File: src/hdl/ngll_pkg.sv
// shared types, constants and prefix table for the gll sentence capture block
package ngll_pkg;

	localparam int STORE_DEPTH_DEF = 64;
	localparam int PREFIX_LEN      = 6;

	localparam logic [7:0] CH_CR  = 8'h0D;
	localparam logic [7:0] CH_LF  = 8'h0A;
	localparam logic [7:0] CH_NUL = 8'h00;

	localparam logic KIND_BYTE = 1'b0;
	localparam logic KIND_READ = 1'b1;

	typedef enum logic [1:0] {
		RD_IDLE,
		RD_FETCH,
		RD_HOLD
	} rd_state_t;

	typedef struct packed {
		logic wr_en;
		logic sentence_ready;
	} cap_stat_t;

	function automatic logic [7:0] prefix_char(input logic [2:0] idx);
		logic [7:0] ch;
		case (idx)
			3'd0:    ch = 8'h24; // $
			3'd1:    ch = 8'h47; // G
			3'd2:    ch = 8'h4E; // N
			3'd3:    ch = 8'h47; // G
			3'd4:    ch = 8'h4C; // L
			3'd5:    ch = 8'h4C; // L
			default: ch = 8'h00;
		endcase
		return ch;
	endfunction

endpackage

File: src/hdl/ngll_capture.sv
// prefix hunt, store write addressing and end-of-line detection
module ngll_capture #(
	parameter int STORE_DEPTH = ngll_pkg::STORE_DEPTH_DEF,
	localparam int AW = $clog2(STORE_DEPTH)
) (
	input  logic                clk,
	input  logic                arst_n,
	input  logic                byte_take,
	input  logic [7:0]          rx_byte,
	input  logic                overrun,
	input  logic                rel_take,
	output ngll_pkg::cap_stat_t stat,
	output logic [AW-1:0]       wr_addr,
	output logic [AW-1:0]       term_pos
);
	import ngll_pkg::*;

	localparam logic [AW-1:0] LAST = AW'(STORE_DEPTH - 1);

	logic [AW-1:0] wp_q;
	logic [2:0]    mp_q;
	logic          pf_q;
	logic          sr_q;
	// copies of the two entries just below the write position
	logic [7:0]    e1_q;
	logic [7:0]    e2_q;
	logic [AW-1:0] term_q;

	logic          take;
	logic [AW-1:0] wp0;
	logic [2:0]    mp0;
	logic [2:0]    mp_inc;
	logic          sat;
	logic          hit;
	logic [AW-1:0] wp_nx;
	logic [2:0]    mp_nx;
	logic          pf_nx;
	logic [7:0]    e1_nx;
	logic [7:0]    e2_nx;
	logic          term_hit;

	always_comb begin
		take   = byte_take && !sr_q;
		wp0    = overrun ? '0 : wp_q;
		mp0    = overrun ? 3'd0 : mp_q;
		mp_inc = mp0 + 3'd1;
		sat    = (wp0 == LAST);
		hit    = !pf_q && (mp0 < 3'(PREFIX_LEN)) && (rx_byte == prefix_char(mp0));
		wp_nx  = sat ? wp0 : wp0 + 1'b1;
		mp_nx  = 3'd0;
		pf_nx  = pf_q;
		if (hit) begin
			if (mp_inc == 3'(PREFIX_LEN)) begin
				pf_nx = 1'b1;
			end else begin
				mp_nx = mp_inc;
			end
		end else if (!pf_q) begin
			wp_nx = '0;
		end
		// once saturated, writes land on the top entry and the two below stay put
		e1_nx    = sat ? e1_q : rx_byte;
		e2_nx    = sat ? e2_q : e1_q;
		term_hit = pf_nx && (wp_nx >= AW'(2)) && (e1_nx == CH_LF) && (e2_nx == CH_CR);
	end

	always_ff @(posedge clk or negedge arst_n) begin
		if (!arst_n) begin
			wp_q <= '0;
			mp_q <= 3'd0;
			pf_q <= 1'b0;
			sr_q <= 1'b0;
		end else if (take) begin
			wp_q <= term_hit ? '0 : wp_nx;
			mp_q <= term_hit ? 3'd0 : mp_nx;
			pf_q <= pf_nx && !term_hit;
			if (term_hit) begin
				sr_q <= 1'b1;
			end
		end else if (rel_take) begin
			sr_q <= 1'b0;
		end
	end

	always_ff @(posedge clk) begin
		if (take) begin
			e1_q <= e1_nx;
			e2_q <= e2_nx;
			if (term_hit) begin
				term_q <= wp_nx - AW'(2);
			end
		end
	end

	assign stat.wr_en          = take;
	assign stat.sentence_ready = sr_q;
	assign wr_addr             = wp0;
	assign term_pos            = term_q;

`ifndef SYNTHESIS
	a_hunt_or_ready: assert property (@(posedge clk) disable iff (!arst_n)
		pf_q |-> !sr_q)
		else $error("prefix found while a sentence is held");

	a_match_range: assert property (@(posedge clk) disable iff (!arst_n)
		mp_q < 3'(PREFIX_LEN))
		else $error("match position out of range");

	a_held_blocks: assert property (@(posedge clk) disable iff (!arst_n)
		(sr_q && byte_take) |=> ($stable(wp_q) && sr_q))
		else $error("capture moved while a sentence is held");
`endif

endmodule

File: src/hdl/nmea_gll_sentence_capture_unit.sv
// gll sentence capture: line store, read streaming and output register
// received byte: one per cycle if output free, no result, stored same cycle unless held
// read request: the read port registers each entry, fetch loads it into the output register,
//   hold waits for its transfer; final zero item at the end, no new input until then
// a read with no held sentence gives its single item in the cycle after the transfer
// arst_n clears positions, flags, read state and output valid; the store is not cleared
module nmea_gll_sentence_capture_unit #(
	parameter int STORE_DEPTH = ngll_pkg::STORE_DEPTH_DEF
) (
	input  logic        clk,
	input  logic        arst_n,
	input  logic        in_valid,
	output logic        in_ready,
	input  logic        kind,
	input  logic [7:0]  rx_byte,
	input  logic        overrun,
	input  logic [15:0] read_limit,
	output logic        out_valid,
	input  logic        out_ready,
	output logic        ready_res,
	output logic [7:0]  out_char,
	output logic        last
);
	import ngll_pkg::*;

	localparam int AW = $clog2(STORE_DEPTH);
	localparam logic [AW-1:0] LAST = AW'(STORE_DEPTH - 1);

	logic [7:0]    store_mem [STORE_DEPTH];
	logic [7:0]    rd_data_s1;

	rd_state_t     state_q, state_d;
	logic [AW-1:0] k_q, k_d;
	logic [AW-1:0] cap_q;
	logic [AW-1:0] cap_nx;
	logic [15:0]   lim_m1;

	logic          out_valid_q;
	logic          ready_res_q;
	logic [7:0]    out_char_q;
	logic          last_q;

	logic          load_out;
	logic          ld_ready;
	logic [7:0]    ld_char;
	logic          ld_last;

	logic          in_take;
	logic          out_take;
	logic          byte_take;
	logic          rd_take;
	logic          rel_take;
	cap_stat_t     stat;
	logic [AW-1:0] wr_addr;
	logic [AW-1:0] term_pos;

	assign in_ready  = (state_q == RD_IDLE) && (!out_valid_q || out_ready);
	assign in_take   = in_valid && in_ready;
	assign out_take  = out_valid_q && out_ready;
	assign byte_take = in_take && (kind == KIND_BYTE);
	assign rd_take   = in_take && (kind == KIND_READ);
	assign rel_take  = rd_take && stat.sentence_ready;

	ngll_capture #(
		.STORE_DEPTH(STORE_DEPTH)
	) u_capture (
		.clk      (clk),
		.arst_n   (arst_n),
		.byte_take(byte_take),
		.rx_byte  (rx_byte),
		.overrun  (overrun),
		.rel_take (rel_take),
		.stat     (stat),
		.wr_addr  (wr_addr),
		.term_pos (term_pos)
	);

	// character cap: read_limit minus one, floored at zero, capped at the top entry
	always_comb begin
		lim_m1 = read_limit - 16'd1;
		if (read_limit == 16'd0) begin
			cap_nx = '0;
		end else if (lim_m1 > 16'(STORE_DEPTH - 1)) begin
			cap_nx = LAST;
		end else begin
			cap_nx = lim_m1[AW-1:0];
		end
	end

	always_comb begin
		state_d  = state_q;
		k_d      = k_q;
		load_out = 1'b0;
		ld_ready = 1'b1;
		ld_char  = CH_NUL;
		ld_last  = 1'b1;
		case (state_q)
			RD_IDLE: begin
				k_d = '0;
				if (rel_take) begin
					state_d = RD_FETCH;
				end else if (rd_take) begin
					load_out = 1'b1;
					ld_ready = 1'b0;
				end
			end
			RD_FETCH: begin
				load_out = 1'b1;
				// the held carriage return reads as the terminator
				if ((k_q < cap_q) && (k_q != term_pos) && (rd_data_s1 != CH_NUL)) begin
					ld_char = rd_data_s1;
					ld_last = 1'b0;
					state_d = RD_HOLD;
				end else begin
					state_d = RD_IDLE;
				end
			end
			RD_HOLD: begin
				if (out_take) begin
					k_d     = k_q + 1'b1;
					state_d = RD_FETCH;
				end
			end
			default: begin
				state_d = RD_IDLE;
			end
		endcase
	end

	always_ff @(posedge clk or negedge arst_n) begin
		if (!arst_n) begin
			state_q     <= RD_IDLE;
			k_q         <= '0;
			out_valid_q <= 1'b0;
		end else begin
			state_q <= state_d;
			k_q     <= k_d;
			if (load_out) begin
				out_valid_q <= 1'b1;
			end else if (out_take) begin
				out_valid_q <= 1'b0;
			end
		end
	end

	always_ff @(posedge clk) begin
		if (rd_take) begin
			cap_q <= cap_nx;
		end
		if (load_out) begin
			ready_res_q <= ld_ready;
			out_char_q  <= ld_char;
			last_q      <= ld_last;
		end
	end

	// line store: one write port for captured bytes, one registered read port
	always_ff @(posedge clk) begin
		if (stat.wr_en) begin
			store_mem[wr_addr] <= rx_byte;
		end
		rd_data_s1 <= store_mem[k_d];
	end

	assign out_valid = out_valid_q;
	assign ready_res = ready_res_q;
	assign out_char  = out_char_q;
	assign last      = last_q;

`ifndef SYNTHESIS
	a_read_starts: assert property (@(posedge clk) disable iff (!arst_n)
		rel_take |=> ((state_q == RD_FETCH) && (k_q == '0) && !stat.sentence_ready))
		else $error("read of a held sentence did not start at entry zero");

	a_no_load_busy: assert property (@(posedge clk) disable iff (!arst_n)
		(load_out && out_valid_q) |-> out_ready)
		else $error("output register overwritten before transfer");

	a_cap_bound: assert property (@(posedge clk) disable iff (!arst_n)
		(state_q == RD_FETCH) |-> (k_q <= cap_q))
		else $error("read index passed the character cap");
`endif

endmodule

File: config.mk
export PLATFORM = sky130hd
export DESIGN_NAME = nmea_gll_sentence_capture_unit
export DESIGN_NICKNAME = d
export VERILOG_FILES = /design/src/hdl/ngll_pkg.sv /design/src/hdl/ngll_capture.sv /design/src/hdl/nmea_gll_sentence_capture_unit.sv
export SDC_FILE = /design/constraint.sdc
export NUM_CORES = 1
export LEC_CHECK = 0
export BUFFER_PORTS_ARGS = -buffer_cell sky130_fd_sc_hd__buf_2
export CAP_MARGIN = 20
export CELL_PAD_IN_SITES_DETAIL_PLACEMENT = 1
export CELL_PAD_IN_SITES_GLOBAL_PLACEMENT = 2
export CORE_MARGIN = 4
export CORE_UTILIZATION = 50
export CTS_BUF_LIST = sky130_fd_sc_hd__clkbuf_2 sky130_fd_sc_hd__clkbuf_4 sky130_fd_sc_hd__clkbuf_8
export DETAILED_ROUTE_END_ITERATION = 8
export PLACE_DENSITY = 0.86
export SYNTH_ARGS = -nofsm -noshare
export SYNTH_HDL_FRONTEND = slang
export SYNTH_SLANG_ARGS = --single-unit
File: constraint.sdc
create_clock -name clk -period 7.94 [get_ports clk]
set_input_delay 1.588 -clock clk [delete_from_list [all_inputs] [get_ports clk]]
set_output_delay 1.588 -clock clk [all_outputs]
set_load 0.1 [all_outputs]
==> results.cfg, run 1 <==
[power_and_ir_drop]
power_mw = 6.061
power_density_nw_per_um2 = 227.1
ir_worst_vdd_mv = 0.2275
p_leak_nw = 8.966

[setup_path]
reg2reg_to = rd_data_s1[2]$_DFF_P_
crit_slowest_cell = buf_4
rrSetupSlack_ps = 3030
max_stage_delay_ps = 920
critPathMaxFanout = 87
worst_r2r_path_depth = 10
path_cells = buf_2 > nand2_2 > a31oi_4 > buf_4 > and2_4 > buf_4 > nand2_1 > a32oi_1 > a21oi_1 > or4_1 > nor4_1
path_buf_inv = 3
cp-end-kind = register
cp-start-kind = input pin
crit_arrival_ps = 5990
critPathTopFamily = simple AND/OR/NAND/NOR gates
rr_startpoint = state_q[0]$_DFFE_PN0P_
crit_top_cell = buf_4
worstPathRequired_ps = 8510
critPathKind = input pin to register

[logic_synthesis]
synth_area_leaders = edfxtp_1, nand2_1, a311oi_1, dfrtp_1, mux2i_1
synth_top_area_cell = edfxtp_1
yosysSeqAreaShare_pct = 71.24
synth_warnings = 0
synth_cell_types = 68
yosysTopAreaCellShare_pct = 68.50
synth-edff-count = 550
netlist_area_sq_um = 24110
syn_inst = 1831
post-synth-top-count-cell = edfxtp_1
synth_common_cells = edfxtp_1, nand2_1, nor2_1
synth_seq_cells = 578
syn-num-nets = 1877
synthFlopType = edfxtp_1
async_reset_ff_share_pct = 3.460
synth_area_per_cell_sq_um = 13.17

[sta]
min_period_over_period_pct = 68.23
rsz0062_at_grt = no
max_slew_margin_pct = 23.31
min_period_ps = 5418
fin_skew_ps = 31.03
tightest_slew_ps = 1146
clock.fmax_mhz = 184.6
setup_tns_ps = 0
slew_viol_final = 0
hold_viol_final = 0
final-setup-viol-count = 0

[clock_network]
clk_latency_ps = 680
htree_levels = 3
clock_sinks = 578
cts_made_buffers = 92
clkTransAtPathRegs_ps = 60
post_cts_resized = 0
post_cts_buffers = 0
cts_root_buffer = clkbuf_8
cts_tree = yes
cts_hold_buf = 0
clockBufferDepth = 3

[floorplanning]
dieArea_sq_um = 51790
start_util_pct = 50.50
die-height_microns = 227.6
fp-row-count = 80
ioPinCount = 42
coreArea_sq_um = 47750
die_w_microns = 227.6

[global_route]
antenna_found_initial = 5
overflow = 0
grt_pass1_vias = 16700
grt_pass1_wl_mm = 104.0
grt_start_max_net_pins = 121
track_usage_pct = 27.09

[detailed_routing]
drtAntennaViolNets = 0
via_per_inst = 6.154
routed_wl_mm = 69.17
drc = 0
first_iter_violations = 1526
vias = 15820
dr.pass1.iters = 5
wl_per_cell_microns = 26.90

[finish]
final_cell_area_sq_um = 26680
ff_latch_area_sq_um = 17180
drive_gt1_share_pct = 12.48
final_core_util_pct = 55.89
syn2layout_area_growth_pct = 10.68
multiInputGateArea_sq_um = 6355
finish.net_count = 1924
fillCellCount = 4688

[placement]
post-dp-hpwl_mm = 42.45
placed_area_sq_um = 24760
port_buffers = 41
gp_congestion = 0.8390

[hold_path]
hp-start = u_capture.mp_q[0]$_DFFE_PN0P_
hold_end = u_capture.mp_q[0]$_DFFE_PN0P_
hp-class = register to register
hold_depth = 1

[job]
max-cap-violations = 0

[outcome]
status = finished, final reports clean
## area by class of cell
class	count	area share, %
sequential	578	64.37
inverter	21	0.3423
clock buffer	137	6.339
timing repair buffer	67	1.515
antenna	1	0.009378
tap	615	2.884
multi-input combinational	1118	23.81
clock inverter	34	0.7268
## flip-flops by register name, indices dropped and copies added, names as in the netlist, 8 cells and up
name,cells
u_capture.e1_q,8
rd_data_s1,8
out_char,8
u_capture.e2_q,8
store_mem,512
## layout by cell type, fill, tap and decap left out, drive strengths merged, types with 3 or more instances in the layout
cell and n:
a311oi 59, clkbuf 137, nand2b 9, o21a 3, clkinv 30, buf 67
xor2 7, inv 20, dfxtp 8, clkinvlp 4, a31oi 32, ha 16
nand3 94, or3 4, a22o 11, a22oi 4, mux2i 47, o221ai 4
nand2 384, xnor2 12, nor4b 4, dfrtp 20, and4 5, or4 9
nand4 7, a32oi 21, a21o 3, and3 67, nor2 99, nor2b 10
and2 14, o21ai 18, a21oi 39, a211oi 51, o31ai 4, nor3 34
a2111oi 3, a21boi 6, edfxtp 550, nor4 12
## power by group
group          switching, mW  internal, mW
combinational          0.108        0.0210
sequential           0.00785          3.35
clock                   1.18          1.40
## through the flow
stage               std cells  hold slack [ps]  worst slack (ps)
floorplan                1831            478.9              1862
global placement         2395            502.8              2038
detailed placement       2395            524.7              1925
CTS                      2566            548.1              2648
global route             2570            561.2              2277
finish                   2571            541.2              2522
## worst reg2reg max path, cell delays in order, from the launching register on
cell and delay (ps):
dfrtp_1 530, and2_1 240, a31oi_4 150, buf_4 460
and2_4 850, buf_4 1010, nand2_1 190, a32oi_1 360
a21oi_1 110, or4_1 640, nor4_1 310
## routing by layer
metal  vias to the layer above  part of all wire, %  global-route usage (%)
li1                       7022                    -                       -
met1                      8111                   41                   35.93
met2                       528                   49                   44.23
met3                       153                  6.7                   5.996
met4                         8                  3.6                   10.38
met5                         -                0.074                       0
## cells by family after synthesis
kind of cell	Yosys count	synth area share (%)
DFF	578	71.24
and+or+nand+nor	763	14.42
adders and majority gates	16	0.8303
AOI/OAI and AO/OA	271	8.252
buffers and inverters	135	2.517
xor gates and xnor gates	19	0.6902
muxes	49	2.045
## worst max-delay path by stage
stage,startpoint,to,slack (ps),cells past startpoint
2_1_floorplan,out_ready,store_mem[24][0]$_DFFE_PP_,1860,8
3_3_place_gp,out_ready,rd_data_s1[0]$_DFF_P_,2040,12
3_5_place_dp,out_ready,rd_data_s1[2]$_DFF_P_,1920,11
4_1_cts,out_ready,rd_data_s1[2]$_DFF_P_,2650,11
5_1_grt,out_ready,rd_data_s1[0]$_DFF_P_,2280,12
6_report,out_ready,rd_data_s1[2]$_DFF_P_,2520,11
No activity file was read; power rests on OpenSTA's default activity.
==> inputs of run 2 (changes only) <==
--- a/config.mk
+++ b/config.mk
@@ -5,15 +5,16 @@
 export SDC_FILE = /design/constraint.sdc
 export NUM_CORES = 1
 export LEC_CHECK = 0
+export ABC_AREA = 1
 export BUFFER_PORTS_ARGS = -buffer_cell sky130_fd_sc_hd__buf_2
 export CAP_MARGIN = 20
 export CELL_PAD_IN_SITES_DETAIL_PLACEMENT = 1
 export CELL_PAD_IN_SITES_GLOBAL_PLACEMENT = 2
 export CORE_MARGIN = 4
-export CORE_UTILIZATION = 50
+export CORE_UTILIZATION = 40
 export CTS_BUF_LIST = sky130_fd_sc_hd__clkbuf_2 sky130_fd_sc_hd__clkbuf_4 sky130_fd_sc_hd__clkbuf_8
 export DETAILED_ROUTE_END_ITERATION = 8
-export PLACE_DENSITY = 0.86
+export PLACE_DENSITY = 0.77
 export SYNTH_ARGS = -nofsm -noshare
 export SYNTH_HDL_FRONTEND = slang
 export SYNTH_SLANG_ARGS = --single-unit
==> constraint.sdc (replaced) <==
create_clock -name clk -period 4.36 [get_ports clk]
set_input_delay 0.872 -clock clk [delete_from_list [all_inputs] [get_ports clk]]
set_output_delay 0.872 -clock clk [all_outputs]
set_load 0.1 [all_outputs]
==> run 2 against run 1 <==
  * Highest routed layer unchanged
  * Worst hold slack got worse by 400 ps
  * Wire length increased by 5.9%
  * Die area rose by 32%
  * Final cell count rose by 30%
  * Largest power group unchanged
  * Sequential power up 89%
  * Clock-buffer cell count up 2
==> results.cfg, run 2 <==
[finish]
drive_gt1_share_pct = 12.47
final_common_cell = edfxtp_1
final_core_util_pct = 45.89
layout_common_cells = edfxtp_1, nand3_1, nand2_1
ff_latch_area_sq_um = 17180
fillCellCount = 6882
syn2layout_area_growth_pct = 13.02
largest_reg_flops = 512
regMostFlops = store_mem
multiInputGateArea_sq_um = 6715
finish.net_count = 2467

[clock_network]
post_cts_resized = 0
clock_sinks = 578
cts_root_buffer = clkbuf_8
clkTransAtPathRegs_ps = 60
clk_latency_ps = 700
post_cts_buffers = 0
htree_levels = 3
cts_made_buffers = 100
clockBufferDepth = 3
cts_hold_buf = 0
cts_tree = yes

[floorplanning]
start_util_pct = 40.60
fp-row-count = 92
dieArea_sq_um = 68380
die-height_microns = 261.5
ioPinCount = 42
die_w_microns = 261.5
coreArea_sq_um = 63310

[power_and_ir_drop]
clkPwrFrac_pct = 35.0
p_comb_share_pct = 20.7
ir_worst_vdd_mv = 0.2551
power_switching_mw = 4.586
p_leak_nw = 10.93
power_frac_seq_pct = 44.2
switching_share_pct = 31.92
power_density_nw_per_um2 = 494.6
p_int_mw = 9.783
power_mw = 14.37

[global_route]
grt_start_max_net_pins = 145
grt_pass1_vias = 18460
overflow = 0
track_usage_pct = 21.44
antenna_found_initial = 3
grt_pass1_wl_mm = 111.1

[setup_path]
worst_r2r_path_depth = 15
cp-end-kind = register
cp-start-kind = register
crit_arrival_ps = 3690
rrSetupSlack_ps = 1030
worstPathRequired_ps = 4720
critPathKind = register to register
rr_startpoint = u_capture.wp_q[0]$_DFFE_PN0P_
critPathMaxFanout = 20
max_stage_delay_ps = 500
path_cells = inv_2 > nor2_1 > ha_1 > nand3_1 > nor2_1 > nand2_1 > nand2_1 > nand2_1 > nor2_1 > nand2_1 > nor2_1 > nand3_1 > nor2_2 > nand3_1 > inv_1
crit_slowest_cell = dfrtp_1
reg2reg_to = u_capture.term_pos[4]$_DFFE_PP_

[sta]
slew_viol_final = 0
clock.fmax_mhz = 299.9
rsz0062_at_grt = no
tightest_slew_ps = 1047
min_period_ps = 3334
hold_viol_final = 0
final-setup-viol-count = 0
max_slew_margin_pct = 30.20
min_period_over_period_pct = 76.47
fin_skew_ps = 39.61
hold_ws_ps = 142.6
setup_tns_ps = 0

[placement]
post-dp-hpwl_mm = 44.32
port_buffers = 41
gp_congestion = 0.7991

[logic_synthesis]
synth-edff-count = 550
yosysTopAreaCellShare_pct = 64.25
synthAdderAreaFrac_pct = 0.7788
synth_top_family_by_area = simple AND/OR/NAND/NOR gates
async_reset_ff_share_pct = 3.460
synth_area_leaders = edfxtp_1, nand3_1, nand2_1, inv_1, nand3b_1
synthFlopType = edfxtp_1
syn_inst = 2333
synth_simple_gate_area_share_pct = 20.11
synth_top_area_cell = edfxtp_1
netlist_area_sq_um = 25710
synth_xor_area_share_pct = 0.4089
muxShareOfSynthArea_pct = 0
synth_common_cells = edfxtp_1, nand3_1, nand2_1
synth_seq_cells = 578
yosysSeqAreaShare_pct = 66.82
synth_compound_area_share_pct = 4.678
synth_area_per_cell_sq_um = 11.02
synth_cell_types = 45
synth_warnings = 0
post-synth-top-count-cell = edfxtp_1
syn-num-nets = 2379

[job]
max-cap-violations = 0

[outcome]
status = finished, final reports clean

[detailed_routing]
dr.pass1.iters = 5
drc = 0
drtAntennaViolNets = 0
vias = 17680
first_iter_violations = 1380
via_per_inst = 5.277
wl_per_cell_microns = 21.86
routed_wl_mm = 73.24

[hold_path]
hp-class = input pin to async pin
run 2: worst max path at each step:
stage	startpoint	end	slack, ps	depth (start not counted)
final	u_capture.wp_q[0]$_DFFE_PN0P_	u_capture.term_pos[4]$_DFFE_PP_	1030	15
after global placement	overrun	u_capture.term_pos[0]$_DFFE_PP_	710	15
after detailed placement	overrun	u_capture.term_pos[2]$_DFFE_PP_	440	15
after global routing	u_capture.wp_q[0]$_DFFE_PN0P_	u_capture.term_pos[4]$_DFFE_PP_	620	15
after floorplan	out_valid$_DFFE_PN0P_	store_mem[14][0]$_DFFE_PP_	740	6
after CTS	u_capture.wp_q[0]$_DFFE_PN0P_	u_capture.term_pos[4]$_DFFE_PP_	980	15
run 2: routing by layer:
layer	GRT usage, %	up-vias	part of all wire, %
li1	-	8259	-
met1	28.67	8874	44
met2	36.05	428	48
met3	4.129	113	5.0
met4	5.858	4	2.4
met5	0	-	0.042
run 2: cell families after synthesis:
family | count (synthesis)
buf+inv | 449
xor+xnor | 12
flops | 578
simple gates | 1076
fa+ha+maj | 16
compound gates | 202
run 2: critical path, delay by kind of cell, from the launching register on:
| family | cells | cell delay (ps) |
|---|---|---|
| simple gates | 12 | 1900 |
| fa+ha+maj | 1 | 260 |
| flops | 1 | 500 |
| buf+inv | 2 | 340 |
run 2: metrics by stage:
step	cells	cell area, sq um	setup slack (ps)
final	3350	29050	1026
after global routing	3350	29050	621.0
after CTS	3349	29050	975.2
after detailed placement	3165	27010	438.5
after global placement	3165	27010	714.8
after floorplan	2333	25710	741.2
run 2: power by group through the flow:
stage	sequential [mW]	combinational (mW)	clock, mW
floorplan	6.69	1.87	0
global placement	6.46	2.92	0
detailed placement	6.47	2.99	0
CTS	6.36	3.00	5.15
global route	6.37	3.29	5.43
finish	6.36	2.98	5.03
run 2: cell type report:
type / count / area share (%)
sequential: 578 / 59.12
multi-input combinational: 1306 / 23.11
clock buffer: 139 / 5.874
inverter: 321 / 4.156
tap: 846 / 3.643
timing repair buffer: 114 / 2.937
clock inverter: 45 / 1.146
antenna: 1 / 0.008613
==> inputs of run 3 (changes only) <==
==> constraint.sdc (replaced) <==
create_clock -name clk -period 2.9 [get_ports clk]
set_input_delay 0.58 -clock clk [delete_from_list [all_inputs] [get_ports clk]]
set_output_delay 0.58 -clock clk [all_outputs]
set_load 0.1 [all_outputs]
==> run 3 against run 2 <==
  * Global-route usage rose by 0.55 points
  * Clock-buffer cell count rose by 6
  * Register-to-register slack got worse by 810 ps
  * Final cell count rose by 2.2%
  * Sequential power rose by 51%
  * Critical path type unchanged
==> results.cfg, run 3 (synthesis gave the netlist of run 2 again) <==
[outcome]
status = finished, final reports clean

[detailed_routing]
wl_per_cell_microns = 21.87
drtAntennaViolNets = 0
via_per_inst = 5.282
first_iter_violations = 1541
dr.pass1.iters = 5
routed_wl_mm = 74.90
drc = 0
vias = 18090

[finish]
fin_cells = 3424
drive_gt1_share_pct = 15.37
finish.net_count = 2543
final_common_cell = edfxtp_1
fillCellCount = 6857
layout_common_cells = edfxtp_1, nand3_1, nand2_1
regMostFlops = store_mem
final_core_util_pct = 46.98
syn2layout_area_growth_pct = 15.71
largest_reg_flops = 512

[setup_path]
cp-start-kind = register
crit_arrival_ps = 3090
cp-end-kind = register
worstPathRequired_ps = 3300
critPathKind = register to register
critPathMaxFanout = 20
rrSetupSlack_ps = 220

[sta]
fin_skew_ps = 37.31
tightest_slew_ps = 978.9
min_period_ps = 2683
max_slew_margin_pct = 34.74
hold_viol_final = 0
clock.fmax_mhz = 372.7
min_period_over_period_pct = 92.53
fin_ws_ps = 216.5
setup_tns_ps = 0
rsz0062_at_grt = no
slew_viol_final = 0
final-setup-viol-count = 0

[global_route]
grt_pass1_wl_mm = 113.9
overflow = 0
grt_pass1_vias = 18970
track_usage_pct = 21.99
grt_start_max_net_pins = 65
antenna_found_initial = 3

[clock_network]
htree_levels = 3
clkTransAtPathRegs_ps = 60
clockBufferDepth = 3
cts_root_buffer = clkbuf_8
clock_sinks = 578
cts_tree = yes
clk_latency_ps = 720
cts_made_buffers = 99

[job]
max-cap-violations = 0

[placement]
post-dp-hpwl_mm = 46.55
port_buffers = 41
dp.cells = 3241
pre_cts_ws_ps = -126.3
gp_congestion = 0.8205

[power_and_ir_drop]
ir_worst_vdd_mv = 0.3536
power_mw = 21.64
p_leak_nw = 11.35
power_density_nw_per_um2 = 727.5

[floorplanning]
die_w_microns = 261.5
ioPinCount = 42
fp-row-count = 92
start_util_pct = 40.60
dieArea_sq_um = 68380
coreArea_sq_um = 63310
die-height_microns = 261.5

[hold_path]
hp-class = input pin to register
==> run 3: final cells by class <==
class | count | area, sq um | share of cell area [%]
timing repair buffer | 191 | 1622 | 5.452
sequential | 578 | 17180 | 57.76
tap | 846 | 1059 | 3.559
antenna | 1 | 2.502 | 0.008413
clock buffer | 145 | 1727 | 5.805
multi-input combinational | 1306 | 6733 | 22.64
clock inverter | 36 | 215.2 | 0.7235
inverter | 321 | 1207 | 4.059
==> run 3: worst max-delay path, cell delays in order (launching register included) <==
cell     delay, ps
dfrtp_1        370
inv_1          110
nor2_1         180
ha_1           260
nand3_1        110
nor2_1         100
nand2_1         90
buf_12         160
nand2_1         60
nand2_1         70
nor2_1         120
nand2_1         80
nor2_1         140
nand3_1        110
nor2_2         130
nand3_1        120
inv_2          150
==> run 3: repair_timing <==
action | in CTS | in global routing
hold buffers | 1 | 0
buffers inserted | 0 | 0
endpoints found under the setup margin | 0 | 6
gates resized for setup | 0 | 2
endpoints found under the hold margin | 20 | 0
==> run 3: routing by layer <==
metal / vias to the layer above / wire length [microns] / track usage [%]
li1: 8405 / - / -
met5: - / 7 / 0
met3: 151 / 4375 / 4.110
met4: 2 / 2419 / 7.400
met1: 9057 / 32100 / 29.29
met2: 470 / 35990 / 36.51
==> run 3: through the flow <==
stage,instance area (sq um),hold WS (ps)
6_report,29740,197.6
5_1_grt,29740,177.7
4_1_cts,29740,158.5
3_5_place_dp,27790,498.2
3_3_place_gp,27790,474.6
2_1_floorplan,25720,284.4
==> run 3: final timing paths <==
kind | startpoint | end | depth (start not counted)
max | u_capture.wp_q[1]$_DFFE_PN0P_ | u_capture.term_pos[5]$_DFFE_PP_ | 16
min | out_ready | out_valid$_DFFE_PN0P_ | 4
max reg2reg | u_capture.wp_q[1]$_DFFE_PN0P_ | u_capture.term_pos[5]$_DFFE_PP_ | 16
min reg2reg | u_capture.mp_q[0]$_DFFE_PN0P_ | u_capture.mp_q[0]$_DFFE_PN0P_ | 2
max in group asynchronous | arst_n | u_capture.wp_q[0]$_DFFE_PN0P_ | 2
min in group asynchronous | arst_n | k_q[1]$_DFF_PN0_ | 2
==> run 3: power by group <==
part	switching [mW]	internal, mW	total [mW]
Combinational	3.42	1.38	4.80
Clock	3.35	3.91	7.26
Sequential	0.160	9.42	9.58
Total	6.93	14.7	21.6
